$ cat config.mk
export PLATFORM = sky130hd
export DESIGN_NAME = rvx_ctrl
export DESIGN_NICKNAME = d
export VERILOG_FILES = /design/src/sv/rvx_pkg.sv /design/src/sv/rvx_ctrl.sv
export SDC_FILE = /design/constraint.sdc
export NUM_CORES = 1
export LEC_CHECK = 0
export BUFFER_PORTS_ARGS = -buffer_cell sky130_fd_sc_hd__buf_2
export CAP_MARGIN = 10
export CORE_AREA = 2 2 39 41
export DETAILED_ROUTE_END_ITERATION = 10
export DIE_AREA = 0 0 41 43
export HOLD_SLACK_MARGIN = 0.06
export PLACE_DENSITY_LB_ADDON = 0.05
export SKIP_LAST_GASP = 1
export SLEW_MARGIN = 20
export SYNTH_ARGS = -nofsm -noshare
export SYNTH_HDL_FRONTEND = slang
export SYNTH_SLANG_ARGS = --single-unit
$ cat constraint.sdc
create_clock -name clk -period 3.8 [get_ports clk]
set_clock_uncertainty 0.2 [all_clocks]
set_input_delay 1.14 -clock clk [delete_from_list [all_inputs] [get_ports clk]]
set_output_delay 1.14 -clock clk [all_outputs]
set_load 0.01 [all_outputs]
$ cat src/sv/rvx_pkg.sv
package rvx_pkg;

  localparam int unsigned MEM_BYTES_DEF = 4096;

  localparam logic [6:0] OP_LUI    = 7'b0110111;
  localparam logic [6:0] OP_AUIPC  = 7'b0010111;
  localparam logic [6:0] OP_JAL    = 7'b1101111;
  localparam logic [6:0] OP_JALR   = 7'b1100111;
  localparam logic [6:0] OP_BRANCH = 7'b1100011;
  localparam logic [6:0] OP_LOAD   = 7'b0000011;
  localparam logic [6:0] OP_STORE  = 7'b0100011;
  localparam logic [6:0] OP_IMM    = 7'b0010011;
  localparam logic [6:0] OP_REG    = 7'b0110011;
  localparam logic [6:0] OP_IMM32  = 7'b0011011;
  localparam logic [6:0] OP_REG32  = 7'b0111011;
  localparam logic [6:0] F7_ALT    = 7'b0100000;

  typedef enum logic [2:0] {
    CMD_NONE,
    CMD_CLEAR,
    CMD_POKE,
    CMD_FETCH,
    CMD_DECODE,
    CMD_EXEC,
    CMD_MEM,
    CMD_WB
  } cmd_op_t;

  typedef struct packed {
    cmd_op_t    op;
    logic [2:0] idx;
  } cmd_t;

  typedef struct packed {
    logic clear_done;
    logic is_mem;
    logic is_store;
  } stat_t;

endpackage

$ cat src/sv/rvx_ctrl.sv
module rvx_ctrl
  import rvx_pkg::*;
(
  input  logic  clk,
  input  logic  rst_n,
  input  logic  in_valid,
  output logic  in_ready,
  input  logic  in_kind,
  output logic  out_valid,
  input  logic  out_ready,
  input  stat_t stat,
  output cmd_t  cmd
);

  typedef enum logic [2:0] {
    S_CLEAR, S_IDLE, S_FETCH, S_DECODE, S_EXEC, S_MEM, S_WB, S_OUT
  } state_t;

  state_t     state_r, state_nxt;
  logic [2:0] cnt_r, cnt_nxt;

  assign in_ready  = (state_r == S_IDLE);
  assign out_valid = (state_r == S_OUT);

  always_comb begin
    state_nxt = state_r;
    cnt_nxt   = cnt_r;
    cmd.op    = CMD_NONE;
    cmd.idx   = cnt_r;
    unique case (state_r)
      S_CLEAR: begin
        cmd.op = CMD_CLEAR;
        if (stat.clear_done) begin
          state_nxt = S_IDLE;
        end
      end
      S_IDLE: begin
        if (in_valid) begin
          if (in_kind) begin
            state_nxt = S_FETCH;
            cnt_nxt   = '0;
          end else begin
            cmd.op    = CMD_POKE;
            state_nxt = S_OUT;
          end
        end
      end
      S_FETCH: begin
        cmd.op  = CMD_FETCH;
        cnt_nxt = cnt_r + 3'd1;
        if (cnt_r == 3'd4) begin
          state_nxt = S_DECODE;
        end
      end
      S_DECODE: begin
        cmd.op    = CMD_DECODE;
        state_nxt = S_EXEC;
      end
      S_EXEC: begin
        cmd.op  = CMD_EXEC;
        cnt_nxt = '0;
        if (stat.is_mem) begin
          state_nxt = S_MEM;
        end else begin
          state_nxt = S_OUT;
        end
      end
      S_MEM: begin
        cmd.op  = CMD_MEM;
        cnt_nxt = cnt_r + 3'd1;
        if (cnt_r == 3'd7) begin
          if (stat.is_store) begin
            state_nxt = S_OUT;
          end else begin
            state_nxt = S_WB;
          end
        end
      end
      S_WB: begin
        cmd.op    = CMD_WB;
        state_nxt = S_OUT;
      end
      S_OUT: begin
        if (out_ready) begin
          state_nxt = S_IDLE;
        end
      end
      default: state_nxt = S_IDLE;
    endcase
  end

  always_ff @(posedge clk) begin
    if (!rst_n) begin
      state_r <= S_CLEAR;
      cnt_r   <= '0;
    end else begin
      state_r <= state_nxt;
      cnt_r   <= cnt_nxt;
    end
  end

endmodule

==> flow_summary.toml, run 1 <==
[logic_synthesis]
ys_ff_latch = 6
synth_top_flop_cell = "dfxtp_1"
syn_area_um2 = 459
synth_edf_count = 0
yosys-top-cells-count = "dfxtp_1, inv_1, a21oi_1, nand2_1, nor2_1"
synth_most_common_cell = "dfxtp_1"
async_reset_ff_share_pct = 0
synth_cells = 55
synth_nets = 66
synth_area_per_cell_um2 = 8.35
yosysSeqAreaShare_pct = 26.2
yosysWarnings = 0
synth_top_area_share_pct = 26.2
synth_area_leader_cell = "dfxtp_1"
synth_cell_types = 29
ys_top_cells_by_area = "dfxtp_1, ha_1, a21oi_1"

[run_status]
status = "finished, final reports clean"

[sta]
slew_viol_final = 0
rsz0062_at_grt = "no"
max_freq_ghz = 0.331
tightest_slew_ns = 0.436
finalSetupViolCount = 0
tns_ns = 0
final.min_clock_period_ns = 3.02
slew-limit-headroom_pct = 70.9
hold_viol_final = 0
fin_crit_sh_pct = 79.6

[grt]
grt.busiest_layer = "met1"
grt_pass1_wl_um = 1550
gr-usage-met3_pct = 7.85
gr-total-overflow = 0
grt_max_degree = 15
grt_pass1_vias = 369
grt_antenna_before_repair = 0
grt_use_total_pct = 12.8
grtUsageMet1_pct = 19.1
use_met2_pct = 16.6

[finish]
stdcell_area_um2 = 553
multiInputGateArea_um2 = 293
antenna_cells = 0
fin_nets = 83
drive_gt1_share_pct = 32.9
area_delta_synth_final_pct = 20.4
nFillCells = 145
regArea_um2 = 120

[placement]
port_buffers = 15
gp_congestion = 0.706
placed_cell_area_um2 = 531
dp_hpwl_um = 748

[route]
firstDrtPassIters = 2
via_per_inst = 4.91
routedWlPerCell_um = 11.1
drcViolationCount = 0
wirelength_um = 957
vias = 422
first_iter_violations = 1
antenna_left = 0

[clock_network]
post-cts-setup-buffer-count = 0
cts_buffers = 3
htreeDepth = 1
ctsResizeCount = 0
clk_pin_slew_ns = 0.04
clk_latency_ns = 0.24
cts_tree = "done"
cts.sinks = 6
clock-root-buffer = "clkbuf_4"
cts_buffer_depth = 2
cts_hold_buf = 0

[worst_setup_path]
cp-end-kind = "output port"
cpPeakStageDelay_ns = 0.16
cp-start-kind = "primary input"
path_cells = "buf_2 > inv_1 > a21oi_1 > o21ai_0 > buf_2"
critPathSlowestCell = "o21ai_0"
path_common_cell = "buf_2"
worst-path-max-fanout = 3
criticalPathCategory = "in -> out"
arrival_ns = 1.68
crit_required_ns = 2.46

[floorplan]
start_util_pct = 33.2
die_height_um = 43
core_area_um2 = 1380
num_io_pins = 16
die_area_um2 = 1760
die_x_um = 41
rows = 14

[pwr]
max-vdd-ir-drop_mv = 0.219
powerDensity_nw_per_um2 = 492
leakagePower_nw = 0.269

[run]
cap_violations = 0

[hold_path]
hold_path.class = "reg -> reg"
## layer usage
metal  wire length [um]  part of all wire, %
met1                484                   51
met2                409                   43
met3                 63                  6.6
met4                  0                    0
met5                  0                    0
## critical path: cells and delay by family
family,cells,cell delay [ns]
AOI/OAI and AO/OA,2,0.21
buffers and inverters,3,0.32
## metrics by stage
step	instances	util, %	power, W	hold WS [ns]	setup slack (ns)
4_1_cts	86	40.0	0.000279	0.343	0.772
3_3_place_gp	83	38.3	0.000219	0.326	0.795
6_report	86	40.0	0.000272	0.337	0.776
5_1_grt	86	40.0	0.000299	0.363	0.725
3_5_place_dp	83	38.3	0.000219	0.330	0.770
2_1_floorplan	55	-	0.000192	0.364	0.944
## placed cells by master, fill, tap and decap left out
| master | n |
|---|---|
| mux2_2 | 1 |
| nor3b_4 | 1 |
| ha_1 | 3 |
| buf_2 | 15 |
| nor3b_2 | 1 |
| a22oi_2 | 1 |
| clkbuf_4 | 3 |
| nor3_1 | 1 |
| a21boi_1 | 1 |
| inv_2 | 1 |
| o21ai_0 | 2 |
| dfxtp_1 | 6 |
| a31oi_1 | 1 |
| o2111ai_1 | 1 |
| o21a_1 | 1 |
| a22o_1 | 2 |
| nand2b_1 | 1 |
| mux2i_1 | 1 |
| nand2_1 | 4 |
| or2b_1 | 1 |
| inv_1 | 5 |
| o21ai_1 | 2 |
| a21oi_1 | 4 |
| nor2_1 | 4 |
| xnor2_1 | 1 |
| o311a_1 | 1 |
| o211a_1 | 2 |
| nand3_1 | 3 |
## worst paths after layout
path	endpoint	cells after the start	start	slack [ns]
setup / recovery	cmd[4]	5	in_kind	0.78
hold / removal	cnt_r[1]	1	cnt_r[1]	0.34
setup reg to reg	cnt_r[0]	4	state_r[1]	2.19
hold reg to reg	cnt_r[1]	1	cnt_r[1]	0.34
## sequential cells by signal, indices dropped and copies added, names as in the netlist
| signal | cells |
|---|---|
| state_r | 3 |
| cnt_r | 3 |
## where the power goes
| group | switching (W) | internal [W] | leakage, nW |
|---|---|---|---|
| Sequential | 0.0000291 | 0.0000743 | 0.0490 |
| Combinational | 0.0000563 | 0.0000551 | 0.206 |
| Clock | 0.0000218 | 0.0000356 | 0.0138 |
## cells by family after synthesis
kind of cell | count (synthesis) | synth area share [%]
compound gates | 18 | 28.3
simple gates | 16 | 20.7
buf+inv | 9 | 10.1
flops | 6 | 26.2
fa+ha+maj | 3 | 8.18
mux | 2 | 4.63
xor+xnor | 1 | 1.91
## cell type report
cell class | instances | share of cell area [%]
Inverter | 6 | 4.07
Multi-Input combinational cell | 40 | 52.9
Sequential cell | 6 | 21.7
Timing Repair Buffer | 15 | 13.6
Clock buffer | 3 | 4.07
Tap cell | 16 | 3.62
Note: power is estimated with default switching activity, not from simulation.
==> inputs of run 2 (changes only) <==
--- a/config.mk
+++ b/config.mk
@@ -5,11 +5,12 @@
 export SDC_FILE = /design/constraint.sdc
 export NUM_CORES = 1
 export LEC_CHECK = 0
+export ABC_AREA = 1
 export BUFFER_PORTS_ARGS = -buffer_cell sky130_fd_sc_hd__buf_2
 export CAP_MARGIN = 10
-export CORE_AREA = 2 2 39 41
+export CORE_AREA = 2 2 42 44
 export DETAILED_ROUTE_END_ITERATION = 10
-export DIE_AREA = 0 0 41 43
+export DIE_AREA = 0 0 44 46
 export HOLD_SLACK_MARGIN = 0.06
 export PLACE_DENSITY_LB_ADDON = 0.05
 export SKIP_LAST_GASP = 1
==> constraint.sdc (replaced) <==
create_clock -name clk -period 2.8 [get_ports clk]
set_clock_uncertainty 0.2 [all_clocks]
set_input_delay 0.84 -clock clk [delete_from_list [all_inputs] [get_ports clk]]
set_output_delay 0.84 -clock clk [all_outputs]
set_load 0.01 [all_outputs]
==> flow_summary.toml, run 2 <==
[route]
wirelength_um = 1210
drcViolationCount = 0
antenna_left = 0
via_per_inst = 4.71
firstDrtPassIters = 3
vias = 584
first_iter_violations = 3
routedWlPerCell_um = 9.73

[grt]
grt_pass1_vias = 501
grt_antenna_before_repair = 0
grt_max_degree = 11
grt_use_total_pct = 14.3
gr-total-overflow = 0
grt_pass1_wl_um = 2080

[logic_synthesis]
synth_area_leader_cell = "dfxtp_1"
yosys-top-cells-count = "nand2_1, nor2_1, inv_1, dfxtp_1"
async_reset_ff_share_pct = 0
synth_cell_types = 23
synth_most_common_cell = "nand2_1"
ys_ff_latch = 6
synth_area_per_cell_um2 = 7.18
yosysWarnings = 0
syn_area_um2 = 661
synth_edf_count = 0
synth_top_flop_cell = "dfxtp_1"
yosysSeqAreaShare_pct = 18.2
ys_top_cells_by_area = "dfxtp_1, nand2_1, nand2_4"
synth_nets = 103
synth_cells = 92
synth_top_area_share_pct = 18.2

[finish]
final_common_cell = "nand2_1"
antenna_cells = 0
nFillCells = 188
reg_top3 = "cnt_r: 3 flops, state_r: 3 flops"
area_delta_synth_final_pct = 12.9
layout_common_cells = "nand2_1, buf_2, nor2_1"
drive_gt1_share_pct = 42.1
finish.utilization_pct = 46.2
stdcell_count = 124
fin_nets = 120

[sta]
rsz0062_at_grt = "no"
finalSetupViolCount = 0
tns_ns = 0
tightest_slew_ns = 0.548
slew-limit-headroom_pct = 63.4
final.min_clock_period_ns = 2.47
hold_viol_final = 0
hold_slack_ns = 0.353
slew_viol_final = 0
fin_crit_sh_pct = 88.4
max_freq_ghz = 0.404

[clock_network]
cts_hold_buf = 0
htreeDepth = 1
ctsResizeCount = 0
cts_buffer_depth = 2
cts_buffers = 3
clock-root-buffer = "clkbuf_4"
clk_pin_slew_ns = 0.04
cts.sinks = 6
cts_tree = "done"
post-cts-setup-buffer-count = 0
clk_latency_ns = 0.24

[floorplan]
die_height_um = 46
die_x_um = 44
die_area_um2 = 2020
start_util_pct = 40.9
core_area_um2 = 1610
num_io_pins = 16
rows = 15

[worst_setup_path]
path_common_cell = "nand2_4"
worst-path-max-fanout = 8
critPathSlowestCell = "dfxtp_1"
path_cells = "nand2_4 > nor2_8 > nand2_4 > o221ai_1 > buf_2"
criticalPathCategory = "reg -> out"
critical_path_buf_inv_count = 1
cpPeakStageDelay_ns = 0.55
arrival_ns = 1.43
cp-start-kind = "flop"
cp-end-kind = "output port"
critPathTopFamily = "flip-flops"
crit_required_ns = 1.76

[placement]
dp_hpwl_um = 1020
dpl.cell_count = 121
gp_congestion = 0.849
port_buffers = 15

[run]
cap_violations = 0

[pwr]
max-vdd-ir-drop_mv = 0.503
leakagePower_nw = 0.430
powerDensity_nw_per_um2 = 1090

[hold_path]
hold_path.class = "reg -> reg"

[run_status]
status = "finished, final reports clean"
## run 2: changes by cell type in the layout (fill, tap and decap cells not counted), sizes merged, moves of 3 or more
cell,delta
nor2,+17
nand4,+3
a21oi,-4
nand2,+24
inv,+9
## run 2: metrics by stage
| step | total power, W | worst slack (ns) | instance area [um^2] |
|---|---|---|---|
| floorplan | 0.000667 | 0.533 | 661 |
| global placement | 0.000747 | 0.380 | 723 |
| detailed placement | 0.000747 | 0.361 | 723 |
| CTS | 0.000830 | 0.318 | 746 |
| global route | 0.000906 | 0.189 | 746 |
| finish | 0.000814 | 0.326 | 746 |
## run 2: power breakdown
group,switching [W],leakage (nW),internal (W),total [W]
clock network,0.0000295,0.0138,0.0000484,0.0000779
registers,0.0000736,0.0497,0.000117,0.000191
logic,0.000331,0.366,0.000213,0.000545
total,0.000434,0.430,0.000379,0.000814
## run 2: worst paths after layout
path | start | to | slack [ns] | cells after the start
worst max-delay path | state_r[0] | cmd[4] | 0.33 | 5
worst min-delay path | cnt_r[2] | cnt_r[2] | 0.35 | 2
worst max register to register | state_r[2] | state_r[0] | 1.15 | 7
worst min register to register | cnt_r[2] | cnt_r[2] | 0.35 | 2
## run 2: cell families after synthesis
| group | synth area share [%] |
|---|---|
| DFF | 18.2 |
| and+or+nand+nor | 53.8 |
| buffers and inverters | 14.8 |
| adders and majority gates | 5.68 |
| AOI/OAI and AO/OA | 7.58 |
## run 2: final cells by class
| cell class | count | area [um^2] | area share [%] |
|---|---|---|---|
| multi-input cells | 68 | 443 | 59.4 |
| repair buffers | 15 | 75.1 | 10.1 |
| inverters | 15 | 63.8 | 8.56 |
| flip-flops and latches | 6 | 120 | 16.1 |
| well taps | 17 | 21.3 | 2.85 |
| clock buffers | 3 | 22.5 | 3.02 |
## run 2: layer usage
layer / vias up / GRT usage (%) / share of wire [%]
met2: 13 / 24.7 / 51
met5: - / 0 / 0
li1: 314 / - / -
met4: 0 / 3.64 / 0
met3: 0 / 5.95 / 5.6
met1: 257 / 16.1 / 43
## run 2: tightest hold or removal path: cells and delay by family, from the launching register on
kind	cells	cell delay (ns)
DFF	1	0.33
and+or+nand+nor	2	0.18
